--- src/rtl/bgu_pkg.sv ---
// ----------------------------------------------------------------------------
// bgu_pkg
// Shared types and constants of the bilinear grid upscaler.
// ----------------------------------------------------------------------------
package bgu_pkg;

    // grid and store geometry
    localparam int GRID_MAX    = 16;
    localparam int STORE_DEPTH = GRID_MAX * GRID_MAX;
    localparam int IDX_W       = 8;
    localparam int GIDX_W      = 4;
    localparam int G_W         = 5;
    localparam int OS_W        = 9;
    localparam int OUT_MAX     = 256;

    // arithmetic widths
    localparam int SAMPLE_W    = 24;
    localparam int COORD_W     = 8;
    localparam int SPAN_W      = 8;
    localparam int NUM_W       = 12;
    localparam int FRAC_W      = 16;
    localparam int QUO_W       = NUM_W + FRAC_W;
    localparam int DIV_STAGES  = QUO_W / 2;

    // queue between front and back
    localparam int Q_DEPTH     = 4;
    localparam int Q_PTR_W     = 2;
    localparam int Q_CNT_W     = 3;

    // item kinds
    typedef enum logic {
        KIND_LOAD  = 1'b0,
        KIND_QUERY = 1'b1
    } bgu_kind_t;

    // register map index
    typedef enum logic {
        REG_GRID_SIZE = 1'b0,
        REG_OUT_SIZE  = 1'b1
    } bgu_reg_t;

    typedef struct packed {
        logic                kind;
        logic [IDX_W-1:0]    grid_index;
        logic [SAMPLE_W-1:0] sample;
        logic [COORD_W-1:0]  out_x;
        logic [COORD_W-1:0]  out_y;
    } bgu_in_t;

    typedef struct packed {
        logic [SAMPLE_W-1:0] value;
        logic [COORD_W-1:0]  pixel_x;
        logic [COORD_W-1:0]  pixel_y;
    } bgu_out_t;

    // effective configuration
    typedef struct packed {
        logic [G_W-1:0]    g;
        logic [GIDX_W-1:0] gm1;
        logic [SPAN_W-1:0] span;
        logic [SPAN_W-1:0] divisor;
    } bgu_cfg_t;

    // queue entry: item plus scaled coordinates
    typedef struct packed {
        bgu_in_t          item;
        logic [NUM_W-1:0] num_x;
        logic [NUM_W-1:0] num_y;
    } bgu_entry_t;

    // queue status seen by the back part
    typedef struct packed {
        logic       nonempty;
        bgu_entry_t head;
    } bgu_q_stat_t;

endpackage

--- src/rtl/bgu_front.sv ---
// ----------------------------------------------------------------------------
// bgu_front
// Accepts items, scales query coordinates and queues them for the back part.
// ----------------------------------------------------------------------------
module bgu_front (
    input  logic                  aclk,
    input  logic                  aresetn,
    input  bgu_pkg::bgu_cfg_t     cfg,
    input  logic                  s_valid,
    output logic                  s_ready,
    input  bgu_pkg::bgu_in_t      s_data,
    input  logic                  pop,
    output bgu_pkg::bgu_q_stat_t  q_stat
);

    bgu_pkg::bgu_entry_t          q_mem [bgu_pkg::Q_DEPTH];
    logic [bgu_pkg::Q_PTR_W-1:0]  wr_ptr_reg, wr_ptr_next;
    logic [bgu_pkg::Q_PTR_W-1:0]  rd_ptr_reg, rd_ptr_next;
    logic [bgu_pkg::Q_CNT_W-1:0]  count_reg, count_next;
    logic                         push;
    logic [bgu_pkg::COORD_W-1:0]  cx, cy;
    logic [bgu_pkg::NUM_W-1:0]    num_x, num_y;
    bgu_pkg::bgu_entry_t          entry;

    // clamp to the output and scale by grid side minus one
    always_comb begin
        cx    = (s_data.out_x > cfg.span) ? cfg.span : s_data.out_x;
        cy    = (s_data.out_y > cfg.span) ? cfg.span : s_data.out_y;
        num_x = bgu_pkg::NUM_W'(cx) * bgu_pkg::NUM_W'(cfg.gm1);
        num_y = bgu_pkg::NUM_W'(cy) * bgu_pkg::NUM_W'(cfg.gm1);
        entry.item  = s_data;
        entry.num_x = num_x;
        entry.num_y = num_y;
    end

    assign s_ready = (count_reg != bgu_pkg::Q_CNT_W'(bgu_pkg::Q_DEPTH));
    assign push    = s_valid && s_ready;

    // queue pointers
    always_comb begin
        wr_ptr_next = push ? wr_ptr_reg + 1'b1 : wr_ptr_reg;
        rd_ptr_next = pop ? rd_ptr_reg + 1'b1 : rd_ptr_reg;
        count_next  = count_reg + {{(bgu_pkg::Q_CNT_W-1){1'b0}}, push}
                                - {{(bgu_pkg::Q_CNT_W-1){1'b0}}, pop};
    end

    always_ff @(posedge aclk) begin
        if (!aresetn) begin
            wr_ptr_reg <= '0;
            rd_ptr_reg <= '0;
            count_reg  <= '0;
        end else begin
            wr_ptr_reg <= wr_ptr_next;
            rd_ptr_reg <= rd_ptr_next;
            count_reg  <= count_next;
        end
    end

    // queue storage
    always_ff @(posedge aclk) begin
        if (push) begin
            q_mem[wr_ptr_reg] <= entry;
        end
    end

    assign q_stat.nonempty = (count_reg != '0);
    assign q_stat.head     = q_mem[rd_ptr_reg];

endmodule

--- config.mk ---
export PLATFORM = sky130hd
export DESIGN_NAME = bgu_front
export DESIGN_NICKNAME = d
export VERILOG_FILES = /design/src/rtl/bgu_pkg.sv /design/src/rtl/bgu_front.sv
export SDC_FILE = /design/constraint.sdc
export NUM_CORES = 1
export LEC_CHECK = 0
export BUFFER_PORTS_ARGS = -buffer_cell sky130_fd_sc_hd__buf_2
export CAP_MARGIN = 10
export CORE_ASPECT_RATIO = 1.2
export CORE_MARGIN = 2
export CORE_UTILIZATION = 40
export DETAILED_ROUTE_END_ITERATION = 10
export GPL_ROUTABILITY_DRIVEN = 0
export GPL_TIMING_DRIVEN = 1
export PLACE_DENSITY = 0.69
export SYNTH_ARGS = -nofsm -noshare
export SYNTH_HDL_FRONTEND = slang
export SYNTH_SLANG_ARGS = --single-unit
--- constraint.sdc ---
create_clock -name aclk -period 13.65 [get_ports aclk]
set_clock_uncertainty 0.1 [all_clocks]
set_input_delay 2.73 -clock aclk [delete_from_list [all_inputs] [get_ports aclk]]
set_output_delay 2.73 -clock aclk [all_outputs]
set_load 0.02 [all_outputs]
-- Word level (Yosys, flattened, before mapping)
Memories as Yosys holds them, arrays and structs flattened. A register that Yosys moved wholly into a read port is not among the register bits.
Cells that the tools add are included.
Widths: inputs -> output; s select.
- output and inout bits: 75
- bits in read-only memories: 0
- latch bits: 0
- register bits after elaboration: 7
- word-level logic and storage cells: 21
- memories: 1
- bits in writable memories: 292
- bits of input ports: 78
- shifts and indexed selects: 0
- muxes and demuxes: 6
- $add $sub $neg: 4
- multiply operators: 2
- div/mod/pow operators: 0
- order comparisons: 2
- bitwise operators: 0
- equal/unequal tests: 1
- reduce and logical (&&, ||, !) cells: 2
- memory list (memory ; words ; bits a word ; read ports ; clocked after memory_dff ; write ports ; line ; text):
    q_mem ; 4 ; 73 ; 1 ; 1 ; 1 ; bgu_front.sv:16 ; bgu_pkg::bgu_entry_t q_mem [bgu_pkg::Q_DEPTH];
- operators by type and width (kind ; number):
    $mul 8x4->12 ; 2
    $gt 8x8->1 ; 2
    $mux 8 ; 2
    $add 2x1->2 const B ; 2
    $mux 2 ; 2
    $add 3x1->3 ; 1
    $ne 3x3->1 const B ; 1
    $reduce_bool 3->1 ; 1
    $sub 3x1->3 ; 1
    $mux 1 ; 2
    $logic_and 1x1->1 ; 1

-- Depth between registers and ports, before layout
- depth in word-level cells: 4
- gate-level depth with buffers: 20

-- Least setup slack after synthesis
Ideal clock, no wire load.
- path type: input port to flip-flop
- start point: input port cfg[9] (netlist bit)
- end point: memory q_mem[0][22] (netlist bit), data pin
- path slack: 6.758 ns
- data required time: 13.281 ns
- buffers on the path: 1
- stages on the path: 17
- data arrival time: 6.523 ns
- cell sequence: inv_1 ha_1 nor2b_1 o211ai_1 a21oi_1 o21ai_2 buf_2 mux2_2 fa_1 inv_1 fa_1 fa_1 a21o_1 a21oi_1 o21bai_1 a21bo_2 xor2_1
- longest elaborated chain between the ends: 3
- RTL lines (item ; line ; text):
    start, declared ; bgu_front.sv:8 ; input bgu_pkg::bgu_cfg_t cfg,
    $gt 8x8->1 ; bgu_front.sv:27 ; cx = (s_data.out_x > cfg.span) ? cfg.span : s_data.out_x;
    $mux 8 * ; bgu_front.sv:27 ;
    $mul 8x4->12 * ; bgu_front.sv:29 ; num_x = bgu_pkg::NUM_W'(cx) * bgu_pkg::NUM_W'(cfg.gm1);
    named net num_x (one bit) ; bgu_front.sv:22 ; logic [bgu_pkg::NUM_W-1:0] num_x, num_y;
    end, declared ; bgu_front.sv:16 ;
Mark *: on every way through the listed nets, which the timed path passes. The rest lies on a longest branch.

-- Final worst setup path
- start point: input port cfg[9] (netlist bit)
- end point: memory q_mem[3][22] (netlist bit), data pin
The elaborated chain is that of the path after synthesis.

==> results by group <==
Outcome
  • Outcome: finished clean

Timing
  • RSZ-0062 raised after global routing: no
  • Final period util: 54.4%
  • Slew HR: 35.5%
  • Fin Setup TNS: 0 ps
  • Minimum clock period: 7430 ps
  • Setup WS post-layout: 6220 ps
  • Hold Slack: 415 ps
  • Worst Tran Pin Value: 968 ps
  • Endpoints failing setup: 0
  • Max-slew violations: 0
  • Final hold vios: 0
  • Max frequency: 135 MHz

Detailed routing
  • Residual DRC: 0
  • DR vias: 7356
  • Iter 0 DRT Violations: 476
  • Drt pass-1 iters: 4
  • Drt total wl: 27300 um
  • Vias per cell: 5.12
  • Antenna-violating nets left: 0
  • DR WL/cell: 19.0 um

Final layout
  • Commonest non-fill, non-tap cell in the layout: edfxtp_1
  • Most frequent cells in the layout: 292 x edfxtp_1, 139 x buf_2, 97 x nand2_1, 73 x mux4_2, 55 x inv_1
  • Max FFs per register: 292
  • Seq. cell area: 8960 sq um
  • Layout cells sized above 1: 29.5%
  • FILL cells: 2975
  • # nets final: 1113
  • Multi-input gate area: 4580 sq um
  • Area growth syn-to-layout: 16.3%
  • Final Non-Filler Cells: 1437

Global route
  • GRT Overall Usage: 15.2%
  • Initial antenna violation count: 2
  • First-pass GRT wire length: 43000 um
  • Pin count of the biggest net entering global routing: 63
  • Grt ovf: 0
  • Number of global-route vias before repair: 7702

Logic synthesis
  • Yosys warns: 0
  • #FFs+latches synth: 301
  • Unique masters post-synth: 42
  • Syn Std Cell Area: 13900 sq um
  • Syn Nets: 966
  • Mean Syn Cell Area: 17.1 sq um
  • Prevailing post-synth register cell: edfxtp_1
  • Synth async-reset ratio: 0%
  • Sequential-to-total area share from yosys stat: 64.5%
  • Number of flops mapped to enable cells by yosys: 292
  • Syn Inst Count: 809

Critical path
  • CP arrival: 7610 ps
  • R2R cell count: 12
  • CP max FO: 22
  • Worst Setup SP: cfg[9]
  • Setup crit end kind: flip-flop
  • Reg2reg end: count_reg[2]$_SDFF_PN0_
  • R2R setup slack: 11260 ps
  • CP Capture Point: q_mem[3][22]$_DFFE_PP_
  • Critical path class: in -> reg
  • CP required: 13830 ps
  • CP Launch Type: input port
  • RR Startpoint: count_reg[1]$_SDFF_PN0_

Place
  • Setup WS pre-CTS: 5660 ps
  • Total placed cells including tap cells: 1380
  • IO buf count: 139
  • Hpwl dp: 17600 um

Clock network
  • Hold_buf cts: 0
  • Buffer count from post-CTS setup fixing: 0
  • Clk_lat worst skew: 540 ps
  • CTS H-Tree Depth: 1
  • Clock buffer depth: 3
  • Clock root cell: clkbuf_16
  • Clock slew at reported path FFs: 60 ps
  • CTS sink cnt: 301
  • Post_cts resized: 0
  • Cts bufs inserted: 30
  • Clock tree from TritonCTS: done

Pwr
  • Lkg Pwr: 6.01 nW
  • Pwr Density: 170 nW/um^2
  • Peak supply drop: 0.0908 mV

Worst hold path
  • Hold WC Path Type: reg -> reg

Floorplanning
  • Core Area: 34100 sq um
  • Die Ht: 208 um
  • Die width: 174 um
  • Num ports: 153
  • Die area: 36200 sq um
  • Cell Rows: 74
  • Initial Util: 40.7%

Run
  • MaxCap Viol Count: 0
-- per-layer routing --
layer	global-route usage, %	wire, um	part of all wire [%]	vias up
li1	-	-	-	3401
met1	19.4	11400	42	3753
met2	27.3	14200	52	163
met3	2.07	1200	4.4	37
met4	4.26	504	1.8	2
met5	0	13	0.048	-
-- kinds of logic (layout without fill, tap and decap cells) --
logic type | Yosys count | count (layout) | share of synthesized area [%]
flops | 301 | 301 | 64.5
compound gates | 54 | 54 | 2.63
fa+ha+maj | 79 | 79 | 8.48
buf+inv | 86 | 257 | 2.63
xor+xnor | 21 | 21 | 1.33
other cells | 0 | 1 | 0
mux | 130 | 130 | 16.1
simple gates | 138 | 138 | 4.33
-- per-stage QoR --
stage	util (%)	power [W]	area, sq um
4_1_cts	47.3	0.00278	16100
6_report	47.3	0.00274	16100
2_1_floorplan	-	0.00171	13900
3_5_place_dp	44.2	0.00191	15100
5_1_grt	47.3	0.00288	16100
3_3_place_gp	44.2	0.00190	15100
-- layout make-up --
type	instances	area share, %
tap	456	3.54
multi-input combinational	422	28.4
sequential	301	55.6
clock buffer	34	4.75
clock inverter	22	1.81
inverter	55	1.28
timing repair buffer	146	4.64
antenna	1	0.0155
-- critical path: stages --
cell      delay, ps
buf_2           130
inv_1            80
ha_1            300
nor2b_1         130
o211ai_1        160
a21oi_1         120
o21ai_4         390
buf_4           400
mux2_2          390
fa_1            530
inv_1            50
fa_1            530
fa_1            470
a21o_1          170
a21oi_1         210
o21bai_1        140
a21bo_2         220
xor2_1          460
-- Yosys cell counts, types with 2 or more instances --
cell type	n	area share (%)
and3_1	7	0.32
o21ai_0	3	0.11
nand4_1	4	0.18
o21ai_2	2	0.13
mux2_2	10	0.81
mux4_2	73	12
a21oi_1	23	0.83
mux2i_1	47	3.4
a31oi_1	7	0.32
clkbuf_1	15	0.41
edfxtp_1	292	63
o2111ai_1	2	0.13
and2_1	9	0.41
inv_1	55	1.5
ha_1	54	4.9
nand3_1	5	0.18
nor2_1	7	0.19
a21o_1	6	0.32
fa_1	25	3.6
nand2_1	97	2.6
buf_2	10	0.36
xnor2_1	17	1.1
buf_6	2	0.16
dfxtp_1	9	1.3
o21bai_1	2	0.11
buf_1	2	0.054
xor2_1	4	0.25
nor2b_1	5	0.23
o211ai_1	2	0.11
-- worst min path at each step --
stage	start	endpoint	slack, ps	cells after the start
final	wr_ptr_reg[1]$_SDFFE_PN0P_	wr_ptr_reg[1]$_SDFFE_PN0P_	420	2
after global routing	wr_ptr_reg[1]$_SDFFE_PN0P_	wr_ptr_reg[1]$_SDFFE_PN0P_	460	2
after CTS	wr_ptr_reg[1]$_SDFFE_PN0P_	wr_ptr_reg[1]$_SDFFE_PN0P_	410	2
after detailed placement	wr_ptr_reg[1]$_SDFFE_PN0P_	wr_ptr_reg[1]$_SDFFE_PN0P_	410	2
after global placement	wr_ptr_reg[1]$_SDFFE_PN0P_	wr_ptr_reg[1]$_SDFFE_PN0P_	390	2
after floorplan	wr_ptr_reg[1]$_SDFFE_PN0P_	wr_ptr_reg[1]$_SDFFE_PN0P_	380	2
-- power breakdown --
group,switching (W),leakage [nW],internal (W)
registers,0.0000310,2.76,0.00120
clock network,0.000342,0.513,0.000521
logic,0.000401,2.74,0.000252
total,0.000774,6.01,0.00197
Note: power is estimated with default switching activity, not from simulation.
